[src/design/fpet_pkg.sv]
// Types and constants of the field path expression tokenizer.
// No dependencies; used by the front, back, top level and checker.
`timescale 1ns / 1ps

package fpet_pkg;

  typedef enum logic [2:0] {
    PH_START         = 3'd0,
    PH_SYM           = 3'd1,
    PH_SUB_FIRST     = 3'd2,
    PH_OCT           = 3'd3,
    PH_DEC           = 3'd4,
    PH_HEX           = 3'd5,
    PH_AFTER_BRACKET = 3'd6,
    PH_SKIP          = 3'd7
  } phase_e;

  typedef enum logic [2:0] {
    EV_NONE        = 3'd0,
    EV_SYMBOL      = 3'd1,
    EV_SUBSCRIPT   = 3'd2,
    EV_SYMBOL_DONE = 3'd3,
    EV_DONE        = 3'd4,
    EV_ERROR       = 3'd5
  } event_e;

  localparam int unsigned QDEPTH = 2;
  localparam int unsigned QPTR_W = 1;
  localparam int unsigned QCNT_W = 2;

  // Classified character as it travels from the front to the back.
  typedef struct packed {
    logic       is_nul;
    logic       is_dot;
    logic       is_lbr;
    logic       is_rbr;
    logic       is_x;
    logic       is_zero;
    logic       id_init;
    logic       oct_dig;
    logic       dec_dig;
    logic       hex_dig;
    logic [3:0] digit;
  } char_class_t;

endpackage

[src/design/fpet_front.sv]
// Front of the tokenizer: accepts characters, classifies them and queues them.
// Depends on fpet_pkg.
`timescale 1ns / 1ps

module fpet_front (
  input  logic                 clk_i,
  input  logic                 rst_ni,
  input  logic                 in_valid_i,
  output logic                 in_ready_o,
  input  logic [7:0]           character_i,
  output logic                 q_valid_o,
  output fpet_pkg::char_class_t q_data_o,
  input  logic                 q_pop_i
);

  fpet_pkg::char_class_t cls;
  fpet_pkg::char_class_t fifo_q [fpet_pkg::QDEPTH];
  logic [fpet_pkg::QPTR_W-1:0] wr_ptr_q, wr_ptr_d, rd_ptr_q, rd_ptr_d;
  logic [fpet_pkg::QCNT_W-1:0] count_q, count_d;
  logic push, pop;

  always_comb begin
    cls         = '0;
    cls.is_nul  = (character_i == 8'h00);
    cls.is_dot  = (character_i == 8'h2e);
    cls.is_lbr  = (character_i == 8'h5b);
    cls.is_rbr  = (character_i == 8'h5d);
    cls.is_x    = (character_i == 8'h78) || (character_i == 8'h58);
    cls.is_zero = (character_i == 8'h30);
    cls.id_init = character_i inside {[8'h61:8'h7a], [8'h41:8'h5a], 8'h5f, 8'h24};
    cls.oct_dig = character_i inside {[8'h30:8'h37]};
    cls.dec_dig = character_i inside {[8'h30:8'h39]};
    cls.hex_dig = character_i inside {[8'h30:8'h39], [8'h41:8'h46], [8'h61:8'h66]};
    if (character_i inside {[8'h30:8'h39]}) begin
      cls.digit = 4'(character_i - 8'h30);
    end else if (character_i inside {[8'h41:8'h46]}) begin
      cls.digit = 4'(character_i - 8'h41 + 8'd10);
    end else begin
      cls.digit = 4'(character_i - 8'h61 + 8'd10);
    end
  end

  assign in_ready_o = (count_q != fpet_pkg::QCNT_W'(fpet_pkg::QDEPTH));
  assign push       = in_valid_i && in_ready_o;
  assign q_valid_o  = (count_q != '0);
  assign pop        = q_pop_i && q_valid_o;
  assign q_data_o   = fifo_q[rd_ptr_q];

  always_comb begin
    wr_ptr_d = push ? wr_ptr_q + 1'b1 : wr_ptr_q;
    rd_ptr_d = pop ? rd_ptr_q + 1'b1 : rd_ptr_q;
    count_d  = count_q;
    if (push && !pop) begin
      count_d = count_q + 1'b1;
    end else if (pop && !push) begin
      count_d = count_q - 1'b1;
    end
  end

  always_ff @(posedge clk_i or negedge rst_ni) begin
    if (!rst_ni) begin
      wr_ptr_q <= '0;
      rd_ptr_q <= '0;
      count_q  <= '0;
    end else begin
      wr_ptr_q <= wr_ptr_d;
      rd_ptr_q <= rd_ptr_d;
      count_q  <= count_d;
    end
  end

  always_ff @(posedge clk_i) begin
    if (push) begin
      fifo_q[wr_ptr_q] <= cls;
    end
  end

endmodule

[src/design/fpet_back.sv]
// Back of the tokenizer: parse state machine and the output register.
// Depends on fpet_pkg; fed by fpet_front through its queue.
`timescale 1ns / 1ps

module fpet_back #(
  parameter int unsigned MAX_EXPR_LEN = 255
) (
  input  logic                  clk_i,
  input  logic                  rst_ni,
  input  logic                  q_valid_i,
  input  fpet_pkg::char_class_t q_data_i,
  output logic                  q_pop_o,
  output logic                  out_valid_o,
  input  logic                  out_ready_i,
  output logic [2:0]            event_res_o,
  output logic [7:0]            segment_start_o,
  output logic [7:0]            segment_length_o,
  output logic [31:0]           subscript_value_o
);

  localparam int unsigned PosW = $clog2(MAX_EXPR_LEN + 1);
  localparam logic [PosW-1:0] MaxPos = PosW'(MAX_EXPR_LEN);

  fpet_pkg::phase_e phase_q, phase_d;
  logic [31:0]     acc_q, acc_d;
  logic [PosW-1:0] pos_q, pos_d, sym_q, sym_d;

  fpet_pkg::event_e ev;
  logic [7:0]  start, len;
  logic [31:0] val, scaled, sum;
  logic        err, add_ok, take;
  logic        out_valid_q;
  logic [2:0]  event_q;
  logic [7:0]  start_q, len_q;
  logic [31:0] val_q;

  fpet_pkg::char_class_t c;
  assign c = q_data_i;

  // One item per cycle as long as the output register is free or drains.
  assign q_pop_o = !out_valid_q || out_ready_i;
  assign take    = q_pop_o && q_valid_i;

  always_comb begin
    case (phase_q)
      fpet_pkg::PH_HEX: scaled = {acc_q[27:0], 4'b0};
      fpet_pkg::PH_DEC: scaled = {acc_q[28:0], 3'b0} + {acc_q[30:0], 1'b0};
      default:          scaled = {acc_q[28:0], 3'b0};
    endcase
    sum    = scaled + 32'(c.digit);
    add_ok = (sum != '1);
  end

  always_comb begin
    phase_d = phase_q;
    acc_d   = acc_q;
    pos_d   = pos_q;
    sym_d   = sym_q;
    ev      = fpet_pkg::EV_NONE;
    start   = '0;
    len     = '0;
    val     = '0;
    err     = 1'b0;
    if (phase_q == fpet_pkg::PH_SKIP) begin
      if (c.is_nul) begin
        phase_d = fpet_pkg::PH_START;
        acc_d   = '0;
        pos_d   = '0;
        sym_d   = '0;
      end
    end else begin
      if (!c.is_nul && pos_q >= MaxPos) begin
        err = 1'b1;
      end else begin
        case (phase_q)
          fpet_pkg::PH_START: begin
            if (c.id_init) begin
              sym_d   = pos_q;
              phase_d = fpet_pkg::PH_SYM;
            end else begin
              err = 1'b1;
            end
          end
          fpet_pkg::PH_SYM: begin
            if (c.is_dot || c.is_lbr || c.is_nul) begin
              start   = 8'(sym_q);
              len     = 8'(pos_q - sym_q);
              ev      = c.is_nul ? fpet_pkg::EV_SYMBOL_DONE : fpet_pkg::EV_SYMBOL;
              acc_d   = '0;
              phase_d = c.is_lbr ? fpet_pkg::PH_SUB_FIRST : fpet_pkg::PH_START;
            end
          end
          fpet_pkg::PH_SUB_FIRST: begin
            if (c.dec_dig) begin
              phase_d = c.is_zero ? fpet_pkg::PH_OCT : fpet_pkg::PH_DEC;
              acc_d   = 32'(c.digit);
            end else begin
              err = 1'b1;
            end
          end
          fpet_pkg::PH_OCT: begin
            if (acc_q == '0 && c.is_x) begin
              phase_d = fpet_pkg::PH_HEX;
            end else if (acc_q == '0 && c.is_zero) begin
              err = 1'b1;
            end else if (c.oct_dig) begin
              acc_d = sum;
              err   = !add_ok;
            end else if (c.is_rbr) begin
              ev      = fpet_pkg::EV_SUBSCRIPT;
              val     = acc_q;
              phase_d = fpet_pkg::PH_AFTER_BRACKET;
            end else begin
              err = 1'b1;
            end
          end
          fpet_pkg::PH_DEC: begin
            if (c.dec_dig) begin
              acc_d = sum;
              err   = !add_ok;
            end else if (c.is_rbr) begin
              ev      = fpet_pkg::EV_SUBSCRIPT;
              val     = acc_q;
              phase_d = fpet_pkg::PH_AFTER_BRACKET;
            end else begin
              err = 1'b1;
            end
          end
          fpet_pkg::PH_HEX: begin
            if (c.hex_dig) begin
              acc_d = sum;
              err   = !add_ok;
            end else if (c.is_rbr) begin
              ev      = fpet_pkg::EV_SUBSCRIPT;
              val     = acc_q;
              phase_d = fpet_pkg::PH_AFTER_BRACKET;
            end else begin
              err = 1'b1;
            end
          end
          fpet_pkg::PH_AFTER_BRACKET: begin
            // The character after a closing bracket is a separator; a bracket opens a subscript, a NUL ends.
            acc_d = '0;
            if (c.is_lbr) begin
              phase_d = fpet_pkg::PH_SUB_FIRST;
            end else if (c.is_nul) begin
              ev = fpet_pkg::EV_DONE;
            end else begin
              phase_d = fpet_pkg::PH_START;
            end
          end
          default: begin
            phase_d = fpet_pkg::PH_START;
          end
        endcase
      end

      if (err) begin
        ev    = fpet_pkg::EV_ERROR;
        start = '0;
        len   = '0;
        val   = '0;
      end
      if (c.is_nul) begin
        phase_d = fpet_pkg::PH_START;
        acc_d   = '0;
        pos_d   = '0;
        sym_d   = '0;
      end else if (err) begin
        phase_d = fpet_pkg::PH_SKIP;
      end else if (pos_q < MaxPos) begin
        pos_d = pos_q + PosW'(1);
      end
    end
  end

  always_ff @(posedge clk_i or negedge rst_ni) begin
    if (!rst_ni) begin
      phase_q     <= fpet_pkg::PH_START;
      acc_q       <= '0;
      pos_q       <= '0;
      sym_q       <= '0;
      out_valid_q <= 1'b0;
    end else begin
      if (take) begin
        phase_q <= phase_d;
        acc_q   <= acc_d;
        pos_q   <= pos_d;
        sym_q   <= sym_d;
      end
      if (take) begin
        out_valid_q <= 1'b1;
      end else if (out_ready_i) begin
        out_valid_q <= 1'b0;
      end
    end
  end

  always_ff @(posedge clk_i) begin
    if (take) begin
      event_q <= ev;
      start_q <= start;
      len_q   <= len;
      val_q   <= val;
    end
  end

  assign out_valid_o       = out_valid_q;
  assign event_res_o       = event_q;
  assign segment_start_o   = start_q;
  assign segment_length_o  = len_q;
  assign subscript_value_o = val_q;

endmodule

[src/design/field_path_expression_tokenizer_unit.sv]
// Channel  | Handshake                 | Payload
// ---------+---------------------------+------------------------------------------------
// in       | in_valid_i / in_ready_o   | character_i
// out      | out_valid_o / out_ready_i | event_res_o, segment_start_o, segment_length_o,
//          |                           | subscript_value_o
//
// One character per cycle sustained while the output drains; each transfer in yields
// one result (classification into a two-entry queue, then the parse state machine into
// the output register). The loop that sets the rate is the parse state update.
// Reset returns the parser to the start of an expression and empties the queue.
// A stalled output holds its register; the queue then fills and in_ready_o drops.
// Top level of the field path expression tokenizer; depends on fpet_pkg,
// fpet_front and fpet_back.
`timescale 1ns / 1ps

module field_path_expression_tokenizer_unit #(
  parameter int unsigned MAX_EXPR_LEN = 255
) (
  input  logic        clk_i,
  input  logic        rst_ni,
  input  logic        in_valid_i,
  output logic        in_ready_o,
  input  logic [7:0]  character_i,
  output logic        out_valid_o,
  input  logic        out_ready_i,
  output logic [2:0]  event_res_o,
  output logic [7:0]  segment_start_o,
  output logic [7:0]  segment_length_o,
  output logic [31:0] subscript_value_o
);

  logic                  q_valid, q_pop;
  fpet_pkg::char_class_t q_data;

  fpet_front u_front (
    .clk_i       (clk_i),
    .rst_ni      (rst_ni),
    .in_valid_i  (in_valid_i),
    .in_ready_o  (in_ready_o),
    .character_i (character_i),
    .q_valid_o   (q_valid),
    .q_data_o    (q_data),
    .q_pop_i     (q_pop)
  );

  fpet_back #(
    .MAX_EXPR_LEN (MAX_EXPR_LEN)
  ) u_back (
    .clk_i             (clk_i),
    .rst_ni            (rst_ni),
    .q_valid_i         (q_valid),
    .q_data_i          (q_data),
    .q_pop_o           (q_pop),
    .out_valid_o       (out_valid_o),
    .out_ready_i       (out_ready_i),
    .event_res_o       (event_res_o),
    .segment_start_o   (segment_start_o),
    .segment_length_o  (segment_length_o),
    .subscript_value_o (subscript_value_o)
  );

endmodule

[config.mk]
export PLATFORM = sky130hd
export DESIGN_NAME = field_path_expression_tokenizer_unit
export DESIGN_NICKNAME = d
export VERILOG_FILES = /design/src/design/fpet_pkg.sv /design/src/design/fpet_front.sv /design/src/design/fpet_back.sv /design/src/design/field_path_expression_tokenizer_unit.sv
export SDC_FILE = /design/constraint.sdc
export NUM_CORES = 1
export LEC_CHECK = 0
export ABC_AREA = 0
export BUFFER_PORTS_ARGS = -buffer_cell sky130_fd_sc_hd__buf_2
export CORE_MARGIN = 8
export CORE_UTILIZATION = 44
export DETAILED_ROUTE_END_ITERATION = 7
export PLACE_DENSITY = 0.67
export SYNTH_ARGS = -nofsm -noshare
export SYNTH_HDL_FRONTEND = slang
export SYNTH_SLANG_ARGS = --single-unit
export TNS_END_PERCENT = 100
[constraint.sdc]
create_clock -name clk_i -period 13.4 [get_ports clk_i]
set_clock_uncertainty 0.05 [all_clocks]
set_input_delay 1.34 -clock clk_i [delete_from_list [all_inputs] [get_ports clk_i]]
set_output_delay 1.34 -clock clk_i [all_outputs]
set_load 0.01 [all_outputs]
After elaboration in Yosys (flattened, before gate mapping)
Memory sizes are Yosys's and may differ from the RTL's.
Cells that the tools add are included.
{"block": "classes", "shifts": 0, "mux": 79, "mul": 0, "n_eq_ne": 35, "magnitude_cmp": 11, "n_div": 0, "n_reduce_logical": 40, "addsub": 13, "n_bitwise": 2}
{"operator": "2-to-1 mux 32 bit", "count": 17}
{"operator": "case mux 32 bit (6 select lines)", "count": 1}
{"operator": "case mux 32 bit (3 select lines)", "count": 1}
{"operator": "2-to-1 mux 8 bit", "count": 10}
{"operator": "2-to-1 mux 3 bit", "count": 23}
{"operator": "case mux 32 bit (2 select lines)", "count": 1}
{"operator": "== test 8 x 7 -> 1 bit (second input constant)", "count": 5}
{"operator": "adder 32 bit", "count": 1}
{"operator": "adder 32 x 4 -> 32 bit", "count": 1}
{"operator": "<= comparator 8 x 7 -> 1 bit (second input constant)", "count": 4}
{"operator": "logical NOT 32 bit", "count": 1}
{"operator": "inequality test 32 bit (second input constant)", "count": 1}
{"operator": "== test 8 x 6 -> 1 bit (second input constant)", "count": 3}
{"operator": "inequality test 3 x 2 -> 1 bit (second input constant)", "count": 7}
{"operator": "case mux 3 bit (7 select lines)", "count": 1}
{"operator": "greater-or-equal comparator 8 x 7 -> 1 bit (second input constant)", "count": 2}
{"operator": "<= comparator 8 x 6 -> 1 bit (second input constant)", "count": 2}
{"operator": "inequality test 4 x 2 -> 1 bit (second input constant)", "count": 4}
{"operator": "case mux 3 bit (5 select lines)", "count": 1}
{"operator": "2-to-1 mux 1 bit", "count": 14}
{"operator": "2-to-1 mux 2 bit", "count": 7}
{"operator": "logical AND 1 bit", "count": 13}
{"operator": "== test 3 bit (second input constant)", "count": 4}
{"operator": "nonzero test 2 bit", "count": 6}
{"operator": "34 further kinds", "count": 50}
{"block": "word_totals", "latch_bits": 0, "mem_count": 1, "in_bits": 12, "mem_bits_rw": 28, "reg_bits": 107, "word_cells": 194, "mem_bits_ro": 0}
{"memory": "u_front.fifo_q", "words": 2, "width": 14, "read_ports": 1, "rd_ports_with_merged_regs": 0, "wr": 1, "line_no": "fpet_front.sv:17", "text": "fpet_pkg::char_class_t fifo_q [fpet_pkg::QDEPTH];"}

Longest topological paths before layout
{"block": "depth", "depth_word": 14, "mapped_depth": 23, "depth_no_buf": 17}

By module
A second synthesis with hierarchy kept.
{"block": "unflattened", "hier_cells": 1101, "hier_area_um2": 9944.5}
{"mod": "fpet_back", "area_per_inst_um2": 8358.0, "instances": 1, "cells_per_inst": 990}
{"mod": "fpet_front", "area_per_inst_um2": 1586.5, "instances": 1, "cells_per_inst": 111}

Least setup slack after synthesis
OpenSTA, ideal clock, no wires.
{"block": "synth_timing", "path_type": "register -> register", "start": "reg u_back.phase_q[2]", "end": "reg u_back.start_q[1], in the netlist u_back.segment_start_o[1], data pin", "arrival_ps": 5411, "path_slack_ps": 7686, "path_stages_with_launch": 24, "setup_time_ps": 253, "path_cell_list": "dfrtp_1 > buf_4 > and2b_4 > buf_4 > nand2_2 > buf_1 > clkbuf_1 > nor2_1 > ha_1 > a21o_1 > a21oi_1 > a21boi_0 > o2111ai_1 > nor4_1 > or4b_1 > a2111oi_0 > nand4_1 > or4b_1 > or4_4 > o31ai_4 > or3_1 > buf_2 > buf_4 > nor2_1"}
{"block": "synth_via", "elab_chain_len": 12}
{"item": "from (decl)", "line_no": "fpet_back.sv:24", "text": "fpet_pkg::phase_e phase_q, phase_d;"}
{"item": "from (signal assigned)", "line_no": "fpet_back.sv:179", "text": "phase_q <= fpet_pkg::PH_START;"}
{"item": "from (signal assigned)", "line_no": "fpet_back.sv:186", "text": "phase_q <= phase_d;"}
{"item": "== test 3 bit", "line_no": "fpet_back.sv:45, fpet_back.sv:75"}
{"item": "case mux 32 bit (2 select lines)", "line_no": "fpet_back.sv:45", "text": "case (phase_q)"}
{"item": "adder 32 x 4 -> 32 bit", "line_no": "fpet_back.sv:50", "text": "sum = scaled + 32'(c.digit);"}
{"item": "inequality test 32 bit", "line_no": "fpet_back.sv:51", "text": "add_ok = (sum != '1);"}
{"item": "logical NOT 1 bit", "line_no": "fpet_back.sv:108, fpet_back.sv:120, fpet_back.sv:132"}
{"item": "2-to-1 mux 1 bit", "line_no": "fpet_back.sv:106", "text": "end else if (c.oct_dig) begin"}
{"item": "2-to-1 mux 1 bit", "line_no": "fpet_back.sv:104", "text": "end else if (acc_q == '0 && c.is_zero) begin"}
{"item": "2-to-1 mux 1 bit", "line_no": "fpet_back.sv:102", "text": "if (acc_q == '0 && c.is_x) begin"}
{"item": "case mux 1 bit (5 select lines)", "line_no": "fpet_back.sv:75", "text": "case (phase_q)"}
{"item": "2-to-1 mux 1 bit", "line_no": "fpet_back.sv:72", "text": "if (!c.is_nul && pos_q >= MaxPos) begin"}
{"item": "2-to-1 mux 1 bit", "line_no": "fpet_back.sv:64", "text": "if (phase_q == fpet_pkg::PH_SKIP) begin"}
{"item": "OR reduction 5 bit (no source line) *"}
{"item": "to (signal assigned)", "line_no": "fpet_back.sv:202", "text": "start_q <= start;"}
{"item": "to (decl)", "line_no": "fpet_back.sv:34", "text": "logic [7:0] start_q, len_q;"}
Every way passes the cells marked *; elsewhere a longest branch is shown, timed or not. The select of a mux whose other input is x is not followed.
A chain may end at the register's enable or synchronous reset.

Worst setup path in the final report
{"block": "layout_timing", "start": "reg u_back.phase_q[2]", "end": "reg u_back.len_q[2], in the netlist u_back.segment_length_o[2], data pin"}
{"block": "layout_via", "elab_chain_len": 12}
{"item": "== test 3 bit", "line_no": "fpet_back.sv:45, fpet_back.sv:75"}
{"item": "case mux 32 bit (2 select lines)", "line_no": "fpet_back.sv:45"}
{"item": "adder 32 x 4 -> 32 bit", "line_no": "fpet_back.sv:50"}
{"item": "inequality test 32 bit", "line_no": "fpet_back.sv:51"}
{"item": "logical NOT 1 bit", "line_no": "fpet_back.sv:108, fpet_back.sv:120, fpet_back.sv:132"}
{"item": "2-to-1 mux 1 bit", "line_no": "fpet_back.sv:106"}
{"item": "2-to-1 mux 1 bit", "line_no": "fpet_back.sv:104"}
{"item": "2-to-1 mux 1 bit", "line_no": "fpet_back.sv:102"}
{"item": "case mux 1 bit (5 select lines)", "line_no": "fpet_back.sv:75"}
{"item": "2-to-1 mux 1 bit", "line_no": "fpet_back.sv:72"}
{"item": "2-to-1 mux 1 bit", "line_no": "fpet_back.sv:64"}
{"item": "OR reduction 5 bit (no source line) *"}
{"item": "to (signal assigned)", "line_no": "fpet_back.sv:203", "text": "len_q <= len;"}
{"item": "to (decl)", "line_no": "fpet_back.sv:34"}
Marks and branches as above.

==> metrics.txt <==
status=finished clean; RD Place Congestion=0.909; Tightest Pin Transition=roughly 0.94 ns; min Tclk post-route=around 7.2 ns; sinks on the clock net=135; Avg Cell Area, Syn=around 9 µm²; #FFs+latches synth=135; cell internal pwr=1180 µW; FF-to-FF Start=u_back.phase_q[2]; Worst EP required=13.49 ns; # rows=54; Core Region=0.0219 mm²; WL/cell=18.9 µm; layout cells sized above 1=12.7%; cts bufs inserted=17; I/O pins=65; CTS tree=done; GRT Residual Overflow=0; Post-Syn Instances=about 1,100; setup TNS=0 ns; post-layout util=between 40% and 50%; clk root buf=clkbuf_16; Max Buffers Root-to-Sink=2; Hold Path Class=reg2reg; worst hold start=u_front.wr_ptr_q; Final Hold Violating Endpoints=0; Die W=165 µm; Worst setup EP type=register; Ys Warns=0; all-layer global routing usage=19.6%; Starting Density=44.8%; sequential element share of the synthesized area=38.4%; DIE AREA=0.0273 mm²; reg2reg path depth=17; RSZ-0062 raised after global routing=false; WL final=26,800 µm; clock transition at the registers of the reported paths=approximately 0.06 ns; Post-DP Area=between 0.01 and 0.015 mm²; antenna fix cells=0; Avg Vias per Cell=6.05; PortBufs=64; WS Path Type=reg2reg; Max-slew headroom=between 30% and 40%; power per cell area=193 mW/mm²; Psw=921 µW; Hold-fix buffers, CTS=0; number of synthesized flops with an enable pin=79; DRT Pass-1 Iters=5; Post CTS Setup Buffer Count=0; Final HPWL DP=19,600 µm; Synth cell types=86; crit path DAT=between 7 and 8 ns; max cap viols=0; vias in the first global route=7,944; Peak VDD IR=around 0.12 mV; post-route ant nets=0; Finished Cell Area=0.0109 mm²; Fmax=140 MHz; hold path depth=1; # setup viols final=0; Critical Path Start Type=register; initial antenna violation count=0; clock share of power=21.8%; reg2reg setup slack=about 6.2 ns; Comb power frac=45.9%; Layout area overhead=11.0%; DRC viols=0; Die Ht=165 µm; first-pass GRT wire length=roughly 43,000 µm; CP Launch Point=u_back.phase_q[2]; worst-skew pair later-pin latency=0.42 ns; Net Sw Frac=43.8%; # H-tree levels=4; Resize count post-CTS=0; Reg power frac=32.3%; main flop type after synthesis=edfxtp_1; post-synth net total=1,146; total number of vias=8,576; Final Max Tran Viols=0; Worst Path Max Fanout=32; # nets final=1,183; DRT iter0 DRCs=approximately 810; largest net degree at the start of global routing=57; Post-Syn Area=0.00981 mm²; crit share post-route=53.4%; Leakage Power=0.00421 µW; fraction of registers with async set/reset=41.5%
cells in the mapped netlist (12+ instances only):
cell type	n	share of area, %
and2_1	29	1.8
a21o_1	18	1.4
nand2_1	109	4.2
nand3_1	33	1.7
o31ai_1	22	1.7
nor2_1	86	3.3
o21a_1	18	1.4
or3_1	14	0.89
and3_1	15	0.96
edfxtp_1	79	24
ha_1	44	5.6
nor3_1	40	2.0
inv_1	33	1.3
xor2_1	20	1.8
nand2b_1	16	1.0
o21ai_0	71	3.6
nand4_1	20	1.3
dfrtp_1	56	14
nor4_1	20	1.3
clkbuf_1	33	1.3
xnor2_1	26	2.3
a21oi_1	60	3.1
a211oi_1	15	1.1
mux2_2	12	1.4
mux2i_1	15	1.5
final timing paths:
kind                                               to
max in group asynchronous             u_back.pos_q[2]
hold reg to reg                      u_front.wr_ptr_q
hold / removal                       u_front.wr_ptr_q
setup / recovery           u_back.segment_length_o[2]
min in group asynchronous            u_front.wr_ptr_q
setup reg to reg           u_back.segment_length_o[2]
metal layers:
| metal | routed length, µm | part of all wire [%] | global-route usage (%) |
|---|---|---|---|
| met1 | 12200 | 46 | 27.0 |
| met3 | 1760 | 6.6 | 3.20 |
| met2 | 12400 | 46 | 31.0 |
| met5 | 0 | 0 | 0 |
| met4 | 466 | 1.7 | 5.80 |
power by group through the flow:
| stage | Sequential, µW | Clock (µW) | Combinational [µW] |
|---|---|---|---|
| 6_report | 679 | 460 | 967 |
| 5_1_grt | 692 | 481 | 1070 |
| 4_1_cts | 678 | 465 | 966 |
| 3_5_place_dp | 685 | 0 | 961 |
| 3_3_place_gp | 684 | 0 | 951 |
| 2_1_floorplan | 669 | 0 | 698 |
area by class of cell:
| class | instances | area (µm²) |
|---|---|---|
| well taps | 280 | 350 |
| clock inverters | 14 | 151 |
| clock buffers | 18 | 429 |
| flip-flops and latches | 135 | 3770 |
| multi-input cells | 865 | 5690 |
| repair buffers | 72 | 380 |
| inverters | 33 | 124 |
| fillers | 2089 | 11000 |
stage by stage:
step | hold slack, ns | cells | power [µW] | worst slack, ns
2_1_floorplan | 0.411 | 1087 | 1370 | 7.69
3_3_place_gp | 0.430 | 1385 | 1630 | 6.40
5_1_grt | 0.481 | 1417 | 2250 | 5.70
4_1_cts | 0.445 | 1417 | 2110 | 6.28
3_5_place_dp | 0.434 | 1385 | 1650 | 6.30
6_report | 0.442 | 1417 | 2110 | 6.25
registers in the layout, indices dropped and copies added, names as in the netlist:
register,cells
u_back.acc_q,32
u_back.event_res_o,3
u_back.out_valid_o,1
u_back.phase_q,3
u_back.pos_q,8
u_back.segment_length_o,8
u_back.segment_start_o,8
u_back.subscript_value_o,32
u_back.sym_q,8
u_front.count_q,2
u_front.fifo_q,28
u_front.rd_ptr_q,1
u_front.wr_ptr_q,1
cells in the final DEF, fill, tap and decap left out, types with 8 or more instances in the layout:
| cell | netlist | routed |
|---|---|---|
| a31oi_1 | 11 | 11 |
| o21a_1 | 18 | 18 |
| a22o_1 | 10 | 10 |
| buf_4 | 4 | 8 |
| a21o_1 | 18 | 18 |
| nand2_1 | 109 | 109 |
| nand4_1 | 20 | 20 |
| nor4_1 | 20 | 20 |
| o31ai_1 | 22 | 22 |
| nand2b_1 | 16 | 16 |
| xnor2_1 | 26 | 26 |
| edfxtp_1 | 79 | 79 |
| mux2i_1 | 15 | 15 |
| a21oi_1 | 60 | 60 |
| dfrtp_1 | 56 | 56 |
| or3_1 | 14 | 14 |
| nor3_1 | 40 | 40 |
| clkbuf_16 | 0 | 17 |
| o21ai_0 | 71 | 71 |
| a211oi_1 | 15 | 15 |
| ha_1 | 44 | 44 |
| buf_2 | 11 | 64 |
| xor2_1 | 20 | 20 |
| nand3_1 | 33 | 33 |
| nor2b_1 | 10 | 10 |
| nor2_1 | 86 | 86 |
| and2_1 | 29 | 29 |
| inv_1 | 33 | 32 |
| and3_1 | 15 | 15 |
| mux2_2 | 12 | 12 |
cell families after synthesis:
group,share of synthesized area (%)
xor+xnor,4.11
simple gates,22.1
mux,3.14
buf+inv,3.62
fa+ha+maj,6.22
flops,38.4
compound gates,22.3
worst max-delay path, cell delays in order (launching register included):
cell	delay [ns]
dfrtp_1	0.74
and2b_4	0.52
nand2_2	0.42
nor2_1	0.34
ha_1	0.28
a21o_1	0.17
a21oi_1	0.19
a21boi_0	0.28
o2111ai_1	0.17
nor4_1	0.24
or4b_1	0.47
a2111oi_0	0.35
nand4_1	0.16
or4b_1	0.49
or4_4	0.52
o31ai_4	0.77
or3_1	0.57
nor3_1	0.13
(Power assumes the default switching activity.)
